===== src/rtl/core/hid_boot_report_event_decoder_macros.svh =====
// Assertion macros for the HID boot report event decoder.
// Used by the top level only; expects clk and rst in scope.
`ifndef HID_BOOT_REPORT_EVENT_DECODER_MACROS_SVH
`define HID_BOOT_REPORT_EVENT_DECODER_MACROS_SVH

// Same-cycle implication, quiet during reset
`define HBR_ASSERT_NOW(label, ante, cons, msg) \
  label: assert property (@(posedge clk) disable iff (rst) (ante) |-> (cons)) else $error(msg);

// Next-cycle implication, quiet during reset
`define HBR_ASSERT_NEXT(label, ante, cons, msg) \
  label: assert property (@(posedge clk) disable iff (rst) (ante) |=> (cons)) else $error(msg);

`endif


===== src/rtl/core/hbr_pkg.sv =====
// Shared types and constants for the HID boot report event decoder.
// No dependencies; used by all modules in rtl/core.
package hbr_pkg;

  // Key slot counts and report length minimums
  localparam int KEY_SLOTS     = 6;
  localparam int INPUT_SLOTS   = 6;
  localparam int NUM_EV        = 2 * KEY_SLOTS;
  localparam int MIN_KBD_LEN   = 2 + KEY_SLOTS;
  localparam int MIN_MOUSE_LEN = 3;

  localparam logic [7:0] LAST_RESERVED_CODE = 8'd3;
  localparam logic [7:0] SHIFT_MASK         = 8'h22;

  // Report kinds on the input tuser bit
  localparam logic RPT_KEYBOARD = 1'b0;
  localparam logic RPT_MOUSE    = 1'b1;

  typedef enum logic [1:0] {
    EV_RELEASE = 2'd0,
    EV_PRESS   = 2'd1,
    EV_MOUSE   = 2'd2
  } ev_kind_t;

  // One input report, unpacked
  typedef struct packed {
    logic                              req_type;
    logic [6:0]                        report_len;
    logic [7:0]                        modifier_bits;
    logic [INPUT_SLOTS-1:0][7:0]       key_slot;
    logic [2:0]                        mouse_buttons;
    logic signed [7:0]                 delta_x;
    logic signed [7:0]                 delta_y;
  } in_item_t;

  // Shared fields of all events raised by one report; event 2i is the
  // release of old slot i, event 2i+1 the press of new slot i
  typedef struct packed {
    logic                              is_mouse;
    logic [NUM_EV-1:0][7:0]            code;
    logic                              shift;
    logic [7:0]                        modifier;
    logic [31:0]                       pos_x;
    logic [31:0]                       pos_y;
    logic [2:0]                        buttons;
  } ev_info_t;

  // Bits of the event mask that carry presses
  function automatic logic [NUM_EV-1:0] ev_press_mask();
    logic [NUM_EV-1:0] m;
    m = '0;
    for (int i = 0; i < KEY_SLOTS; i++) begin
      m[2*i+1] = 1'b1;
    end
    return m;
  endfunction

endpackage


===== src/rtl/core/hid_boot_report_event_decoder.sv =====
// Top level of the HID boot report event decoder.
// Depends on hbr_pkg, hbr_decode, hbr_emitter and the assertion macros.
`include "hid_boot_report_event_decoder_macros.svh"

// Takes USB HID boot-protocol keyboard and mouse reports and streams out
// key release/press events and mouse position updates. A report passes an
// input register, is decoded combinationally into a buffer of pending
// events, and the buffer feeds the output register at one event per cycle
// unless the output stalls. A mouse report or a keyboard report with at
// most one event frees the buffer as its event leaves, so such reports
// flow at one per cycle; a keyboard report with n events holds it until
// all n have left (up to 12 for six slots). The buffer's drain sets the
// rate. A result passes the input register, event buffer and output
// register. Short reports give no result and keep key and position state.
module hid_boot_report_event_decoder (
  input  logic        clk,
  input  logic        rst,
  input  logic        s_axis_tvalid,
  output logic        s_axis_tready,
  // [6:0] report_len, [14:7] modifier_bits, [22:15]..[62:55] key_slot0..5,
  // [65:63] mouse_buttons, [73:66] delta_x, [81:74] delta_y, rest zero
  input  logic [87:0] s_axis_tdata,
  // [0] req_type
  input  logic        s_axis_tuser,
  output logic        m_axis_tvalid,
  input  logic        m_axis_tready,
  // [7:0] key_code, [8] shift_held, [16:9] modifier_out, [48:17] pos_x,
  // [80:49] pos_y, [83:81] buttons_out, rest zero
  output logic [87:0] m_axis_tdata,
  // [1:0] event_kind
  output logic [1:0]  m_axis_tuser,
  output logic        m_axis_tlast
);
  import hbr_pkg::*;

  in_item_t          in_item;
  in_item_t          s_item;
  logic              in_valid;
  logic              advance;
  logic              buf_free;
  logic              buf_busy;
  logic [NUM_EV-1:0] ev_mask;
  ev_info_t          ev_info;

  // Unpack the slave transaction
  always_comb begin
    s_item.req_type      = s_axis_tuser;
    s_item.report_len    = s_axis_tdata[6:0];
    s_item.modifier_bits = s_axis_tdata[14:7];
    s_item.key_slot[0]   = s_axis_tdata[22:15];
    s_item.key_slot[1]   = s_axis_tdata[30:23];
    s_item.key_slot[2]   = s_axis_tdata[38:31];
    s_item.key_slot[3]   = s_axis_tdata[46:39];
    s_item.key_slot[4]   = s_axis_tdata[54:47];
    s_item.key_slot[5]   = s_axis_tdata[62:55];
    s_item.mouse_buttons = s_axis_tdata[65:63];
    s_item.delta_x       = s_axis_tdata[73:66];
    s_item.delta_y       = s_axis_tdata[81:74];
  end

  assign advance       = in_valid && buf_free;
  assign s_axis_tready = !in_valid || buf_free;

  // Input register
  always_ff @(posedge clk) begin
    if (rst) begin
      in_valid <= 1'b0;
    end else if (s_axis_tvalid && s_axis_tready) begin
      in_valid <= 1'b1;
    end else if (advance) begin
      in_valid <= 1'b0;
    end
  end

  always_ff @(posedge clk) begin
    if (s_axis_tvalid && s_axis_tready) begin
      in_item <= s_item;
    end
  end

  hbr_decode u_decode (
    .clk     (clk),
    .rst     (rst),
    .item    (in_item),
    .advance (advance),
    .ev_mask (ev_mask),
    .ev_info (ev_info)
  );

  hbr_emitter u_emitter (
    .clk           (clk),
    .rst           (rst),
    .load          (advance),
    .ev_mask       (ev_mask),
    .ev_info       (ev_info),
    .buf_free      (buf_free),
    .buf_busy      (buf_busy),
    .m_axis_tvalid (m_axis_tvalid),
    .m_axis_tready (m_axis_tready),
    .m_axis_tdata  (m_axis_tdata),
    .m_axis_tuser  (m_axis_tuser),
    .m_axis_tlast  (m_axis_tlast)
  );

  // Checks
  `HBR_ASSERT_NOW(a_mouse_last, m_axis_tvalid && (m_axis_tuser == EV_MOUSE),
                  m_axis_tlast, "mouse event not last of run")
  `HBR_ASSERT_NOW(a_key_no_pos, m_axis_tvalid && (m_axis_tuser != EV_MOUSE),
                  m_axis_tdata[83:17] == '0, "key event carries mouse fields")
  `HBR_ASSERT_NEXT(a_buf_drains, buf_busy, m_axis_tvalid, "pending events but no output")

endmodule


===== src/rtl/core/hbr_decode.sv =====
// Report decoder: key slot diff against the previous report and mouse
// position accumulation. Holds the decoder state. Depends on hbr_pkg.
module hbr_decode (
  input  logic                      clk,
  input  logic                      rst,
  input  hbr_pkg::in_item_t         item,
  input  logic                      advance,
  output logic [hbr_pkg::NUM_EV-1:0] ev_mask,
  output hbr_pkg::ev_info_t         ev_info
);
  import hbr_pkg::*;

  logic [KEY_SLOTS-1:0][7:0] previous_keys;
  logic [KEY_SLOTS-1:0][7:0] next_keys;
  logic [31:0]               position_x;
  logic [31:0]               position_y;
  logic [31:0]               position_x_next;
  logic [31:0]               position_y_next;
  logic                      kbd_ok;
  logic                      mouse_ok;
  logic                      shift;

  // Length checks and widened slot list
  always_comb begin
    kbd_ok   = (item.req_type == RPT_KEYBOARD) && (item.report_len >= 7'(MIN_KBD_LEN));
    mouse_ok = (item.req_type == RPT_MOUSE) && (item.report_len >= 7'(MIN_MOUSE_LEN));
    shift    = |(item.modifier_bits & SHIFT_MASK);
    for (int i = 0; i < KEY_SLOTS; i++) begin
      next_keys[i] = (i < INPUT_SLOTS) ? item.key_slot[i] : 8'd0;
    end
    position_x_next = position_x + {{24{item.delta_x[7]}}, item.delta_x};
    position_y_next = position_y + {{24{item.delta_y[7]}}, item.delta_y};
  end

  // Slot matching: every old slot against every new slot in parallel
  always_comb begin
    logic old_kept;
    logic new_known;
    old_kept  = 1'b0;
    new_known = 1'b0;
    ev_mask   = '0;
    ev_info   = '0;
    if (kbd_ok) begin
      for (int i = 0; i < KEY_SLOTS; i++) begin
        old_kept  = 1'b0;
        new_known = 1'b0;
        for (int j = 0; j < KEY_SLOTS; j++) begin
          if (previous_keys[i] == next_keys[j]) old_kept = 1'b1;
          if (next_keys[i] == previous_keys[j]) new_known = 1'b1;
        end
        ev_mask[2*i]   = (previous_keys[i] > LAST_RESERVED_CODE) && !old_kept;
        ev_mask[2*i+1] = (next_keys[i] > LAST_RESERVED_CODE) && !new_known;
        ev_info.code[2*i]   = previous_keys[i];
        ev_info.code[2*i+1] = next_keys[i];
      end
      ev_info.shift    = shift;
      ev_info.modifier = item.modifier_bits;
    end else if (mouse_ok) begin
      ev_mask[0]       = 1'b1;
      ev_info.is_mouse = 1'b1;
      ev_info.pos_x    = position_x_next;
      ev_info.pos_y    = position_y_next;
      ev_info.buttons  = item.mouse_buttons;
    end
  end

  // State update as the report leaves for the event buffer
  always_ff @(posedge clk) begin
    if (rst) begin
      previous_keys <= '0;
      position_x    <= '0;
      position_y    <= '0;
    end else if (advance) begin
      if (kbd_ok) begin
        previous_keys <= next_keys;
      end
      if (mouse_ok) begin
        position_x <= position_x_next;
        position_y <= position_y_next;
      end
    end
  end

endmodule


===== src/rtl/core/hbr_emitter.sv =====
// Event buffer and output register: hands out the pending events of one
// report one per cycle unless stalled, lowest index first. Uses hbr_pkg.
module hbr_emitter (
  input  logic                       clk,
  input  logic                       rst,
  input  logic                       load,
  input  logic [hbr_pkg::NUM_EV-1:0] ev_mask,
  input  hbr_pkg::ev_info_t          ev_info,
  output logic                       buf_free,
  output logic                       buf_busy,
  output logic                       m_axis_tvalid,
  input  logic                       m_axis_tready,
  output logic [87:0]                m_axis_tdata,
  output logic [1:0]                 m_axis_tuser,
  output logic                       m_axis_tlast
);
  import hbr_pkg::*;

  logic [NUM_EV-1:0] buf_mask;
  ev_info_t          buf_info;
  logic [NUM_EV-1:0] lowest;
  logic [NUM_EV-1:0] rest;
  logic [7:0]        code_sel;
  logic              is_press;
  logic              out_load;
  logic              pop;
  ev_kind_t          kind;

  // Pick the lowest pending event
  always_comb begin
    lowest   = buf_mask & (~buf_mask + NUM_EV'(1));
    rest     = buf_mask & ~lowest;
    code_sel = '0;
    for (int k = 0; k < NUM_EV; k++) begin
      code_sel = code_sel | (buf_info.code[k] & {8{lowest[k]}});
    end
    is_press = |(lowest & ev_press_mask());
    if (buf_info.is_mouse) begin
      kind = EV_MOUSE;
    end else if (is_press) begin
      kind = EV_PRESS;
    end else begin
      kind = EV_RELEASE;
    end
    out_load = !m_axis_tvalid || m_axis_tready;
    pop      = out_load && (|buf_mask);
    buf_busy = |buf_mask;
    buf_free = !buf_busy || (pop && !(|rest));
  end

  // Event buffer
  always_ff @(posedge clk) begin
    if (rst) begin
      buf_mask <= '0;
    end else if (load) begin
      buf_mask <= ev_mask;
    end else if (pop) begin
      buf_mask <= rest;
    end
  end

  always_ff @(posedge clk) begin
    if (load) begin
      buf_info <= ev_info;
    end
  end

  // Output register
  always_ff @(posedge clk) begin
    if (rst) begin
      m_axis_tvalid <= 1'b0;
    end else if (out_load) begin
      m_axis_tvalid <= pop;
    end
  end

  always_ff @(posedge clk) begin
    if (pop) begin
      m_axis_tdata <= {4'b0, buf_info.buttons, buf_info.pos_y, buf_info.pos_x,
                       buf_info.modifier, buf_info.shift, code_sel};
      m_axis_tuser <= kind;
      m_axis_tlast <= !(|rest);
    end
  end

endmodule


===== config.mk =====
export PLATFORM = sky130hd
export DESIGN_NAME = hid_boot_report_event_decoder
export DESIGN_NICKNAME = d
export VERILOG_FILES = /design/src/rtl/core/hbr_pkg.sv /design/src/rtl/core/hid_boot_report_event_decoder.sv /design/src/rtl/core/hbr_decode.sv /design/src/rtl/core/hbr_emitter.sv
export VERILOG_INCLUDE_DIRS = /design/src /design/src/rtl/core
export SDC_FILE = /design/constraint.sdc
export NUM_CORES = 1
export LEC_CHECK = 0
export ABC_CLOCK_PERIOD_IN_PS = 10270
export BUFFER_PORTS_ARGS = -buffer_cell sky130_fd_sc_hd__buf_4
export CAP_MARGIN = 20
export CORE_UTILIZATION = 55
export DETAILED_ROUTE_END_ITERATION = 7
export HOLD_SLACK_MARGIN = 0.12
export PLACE_DENSITY_LB_ADDON = 0.12
export SYNTH_ARGS = -nofsm -noshare
export SYNTH_HDL_FRONTEND = slang
export SYNTH_SLANG_ARGS = --single-unit

===== constraint.sdc =====
create_clock -name clk -period 10.27 [get_ports clk]
set_input_delay 1.5405 -clock clk [delete_from_list [all_inputs] [get_ports clk]]
set_output_delay 1.5405 -clock clk [all_outputs]
set_load 0.03 [all_outputs]

==> impl.org <==
** Final layout
- Cells with a size suffix above 1 make up 12.35% of the layout.
- Area added between synthesis and finish :: 13.29%
- Cells fill between 60% and 70% of the core in the end.
- After the last flow step, the layout net total stands at 2456.
- Multi-input combinational cell area :: 0.01003 mm²
- The repair_antennas step left the layout with diodes totalling 0.
- In the final layout, flip-flops and latches occupy 0.01282 mm².
- Number of inserted filler cells in the final layout :: ~3300

** Critical path
- Crit path max-delay cell type :: sky130_fd_sc_hd__dfxtp_1
- Buf/Inv on CP :: 1
- On the worst path, the slowest cell contributes a delay of 970 ps.
- Family of cells with the greatest summed delay on the critical path :: simple AND/OR/NAND/NOR gates
- STA classifies the critical path endpoint as an output pin.
- Crit path launch type :: register
- Critical path fanouts, max :: 22
- Traced cell by cell, the critical path runs through nor4_4 > nand2_2 > maj3_2 > o31ai_2 > a41o_2 > nor2_1 > nand2_1 > buf_4.
- The critical path is of the reg -> out type.
- Data on the critical path is required at its endpoint by 8730 ps.
- STA puts the critical path data arrival time at ~3400 ps.

** GRT
- Gr ovfl total :: 0
- First-pass GRT wire length :: approximately 95000 µm
- Entering global routing, the biggest net connects 108 pins.
- GR Util All Layers :: 28.16%
- Number of antenna violations at the first check in global routing :: 1
- Via count of the first global-routing pass :: 16505

** Synth
- Fraction of the yosys area taken by sequential cells :: a little over half
- Post-synth top area share :: 43.67%
- Synth Warn # :: 0
- Among all cell types in the netlist, the one instantiated most often is sky130_fd_sc_hd__edfxtp_1.
- Mapped Cells :: 2229
- #FFs+latches synth :: between 400 and 500
- The number of different library cells used by synthesis comes to between 70 and 80.
- Proportion of register bits with asynchronous set or reset after synthesis :: 0%
- Top cells by count, synth :: sky130_fd_sc_hd__edfxtp_1 (343), sky130_fd_sc_hd__xnor2_1 (233), sky130_fd_sc_hd__nor2_1 (206), sky130_fd_sc_hd__nand2_1 (194), sky130_fd_sc_hd__a21oi_1 (188)
- Top FF cell, synth :: sky130_fd_sc_hd__edfxtp_1
- In this run, synthesis inferred about 340 flip-flops with an integrated enable.
- In this run the mean area of a mapped cell was between 10 and 15 µm².
- Post-synth design cell area :: between 0.02 and 0.025 mm²
- Cell type contributing the most total cell area after synthesis :: sky130_fd_sc_hd__edfxtp_1
- Leading post-synthesis cells by cell area :: sky130_fd_sc_hd__edfxtp_1 (44%), sky130_fd_sc_hd__dfxtp_1 (11%), sky130_fd_sc_hd__xnor2_1 (8.7%)

** STA
- Adding up every negative setup slack in the final design gives 0 ps.
- In this run the tightest slew margin relative to its limit is between 20 and 30%.
- Share of the clock period used by the worst path :: 48.52%
- Actual transition at the worst max-transition pin :: 1110 ps
- Setup repair after global routing left no endpoint under its margin.
- Clock period minus worst slack :: 4983 ps
- Static timing analysis puts the maximum clock frequency at 200.7 MHz.
- The count of pins over their slew limit was 0.
- The worst path meets setup with roughly 5300 ps of slack.
- The hold violation count in the final report was 0.
- Setup violations remaining at the end of the flow were counted as 0.
- For the final database, setup skew stands at 22.69 ps.

** Die
- Die width :: between 200 and 250 µm
- The core region is around 0.042 mm².
- between 150 and 200 I/O pins were placed.
- DIE HEIGHT :: 209.1 µm
- Total Die Area :: 0.04371 mm²
- Starting density of the core :: 55.98%
- Number of placement rows :: 75

** Power and ir drop
- Share of power burned in combinational logic :: 15.8%
- The analysis attributes to net switching a power of 1.382 mW.
- Of the total power, the share spent switching nets is around 28%.
- The clock network is responsible for 36.3% of the overall power.
- In this run the power density over the cells is 184.6 mW/mm².
- Cell internal power was estimated by the tool at 3.550 mW.
- Sequential power share :: 48.0%
- Worst IR drop on VDD :: 0.1390 mV
- Leakage component of the power :: around 9.8 nW

** Hold path
- Kind of path behind the tightest hold check :: reg -> reg

** CTS
- The H-tree generated during clock tree synthesis spans 2 levels.
- Sinks on the clock net :: approximately 470
- CTS clk-pin slew, worst paths :: 60 ps
- The number of gates resized after CTS was 0.
- In this run the deepest clock path goes through 3 buffers.
- Buffers inserted to repair hold after CTS numbered 0.
- Clock tree synthesis inserted a total of 49 buffers.
- CTS Root Buffer Type :: sky130_fd_sc_hd__clkbuf_16
- Once the clock tree was built, the setup fixing pass inserted 0 buffers.
- TritonCTS built the clock tree.
- Latest clock arrival within the worst-skew pair :: roughly 600 ps

** Detailed routing
- The count of nets left with antenna violations once routing finished came out at 0.
- Wire segments on met3 add up to 3595 µm in the final route.
- The first TritonRoute pass finished after 7 iterations.
- Highest routed layer :: met4
- DR DRC count :: 0
- For this block, the via count after detailed routing is 16847.
- After detailed routing, the total wire length is approximately 61000 µm.
- After detailed routing, the number of vias per cell comes to 5.852.
- Length of routed wiring on met1 :: ~26000 µm
- Met2 wire length :: 29970 µm
- Initial detailed-routing violation count :: 1366
- Dividing the detail-routed wire length by the instance count gives 21.20 µm.

** Run
- Max-cap violations in this run came to 0.

** Placed design
- Prior to clock tree synthesis, the placed netlist has a worst setup slack of around 5400 ps.
- Buffers placed on the I/O ports in this run total between 150 and 200.
- The congestion estimate from routability-driven global placement came to 0.8916.
- Summed over all nets, the half-perimeter wirelength after detailed placement is approximately 40000 µm.

** Status
- The flow ran to the end, and the final reports show no timing, DRC or antenna violations.
placed cells by master, fill, tap and decap left out, drive strengths merged, types with 11 or more instances in the layout:
cell,netlist,routed
ha,62,62
nor3,21,21
a21o,22,22
o211ai,14,14
nor2,207,207
nor4,40,40
o22ai,12,12
nand4,65,65
o21ai,64,64
edfxtp,343,343
nand2b,11,11
and3,15,15
clkinv,0,18
nand2,195,195
a21oi,188,188
inv,27,30
dfxtp,126,126
buf,34,195
xor2,107,107
nand3,26,26
and2,122,122
clkbuf,145,60
a22oi,24,24
xnor2,233,233
metal layers:
metal	global-route usage, %	up-vias
met4	10.09	0
met2	47.85	567
met3	4.283	136
li1	-	8020
met1	36.57	8124
met5	0	-
final cells by class:
cell class,count,area share (%)
multi-input cells,1557,37.53
clock inverters,32,1.250
repair buffers,195,5.479
well taps,539,2.524
clock buffers,60,4.856
flip-flops and latches,469,47.99
inverters,27,0.3793
sequential cells by signal, indices dropped and copies added (netlist names):
name,cells
u_emitter.buf_info,173
u_decode.position_x,32
in_valid,1
u_emitter.buf_mask,12
u_emitter.m_axis_tuser,2
u_emitter.m_axis_tvalid,1
u_emitter.m_axis_tlast,1
u_emitter.m_axis_tdata,84
in_item,83
u_decode.position_y,32
u_decode.previous_keys,48
logic make-up after synthesis:
| family | synth area share (%) |
|---|---|
| other | 0.01590 |
| AO/OA/AOI/OAI | 10.44 |
| AND/OR/NAND/NOR | 15.42 |
| XOR/XNOR | 12.72 |
| adder cells (fa/ha/maj) | 3.507 |
| buffers and inverters | 3.363 |
| flip-flops | 54.37 |
| multiplexers | 0.1698 |
final timing paths:
| path | start | endpoint | slack (ps) | depth (start not counted) |
|---|---|---|---|---|
| setup / recovery | u_emitter.buf_mask[0]$_SDFFE_PP0P_ | s_axis_tready | 5290 | 8 |
| hold / removal | u_emitter.buf_info[71]$_SDFFCE_PN0N_ | u_emitter.m_axis_tdata[13]$_DFFE_PP_ | 410 | 0 |
| setup reg to reg | u_emitter.buf_mask[0]$_SDFFE_PP0P_ | u_emitter.buf_info[97]$_SDFFCE_PN0N_ | 5950 | 9 |
| hold reg to reg | u_emitter.buf_info[71]$_SDFFCE_PN0N_ | u_emitter.m_axis_tdata[13]$_DFFE_PP_ | 410 | 0 |
per-stage QoR:
step	instances	hold WS, ps	total power, mW	area, µm²
2_1_floorplan	2232	400.3	2.905	23600
3_3_place_gp	2787	400.6	3.163	25090
3_5_place_dp	2787	404.5	3.183	25090
4_1_cts	2879	407.3	4.968	26720
5_1_grt	2879	416.2	5.104	26720
6_report	2879	411.8	4.932	26720
power by group through the flow:
stage / clock, mW / sequential, mW / combinational (mW)
3_3_place_gp: 0 / 2.40 / 0.766
4_1_cts: 1.82 / 2.36 / 0.784
5_1_grt: 1.88 / 2.38 / 0.844
3_5_place_dp: 0 / 2.40 / 0.781
6_report: 1.79 / 2.36 / 0.777
2_1_floorplan: 0 / 2.47 / 0.432
No activity file was read; power rests on OpenSTA's default activity.
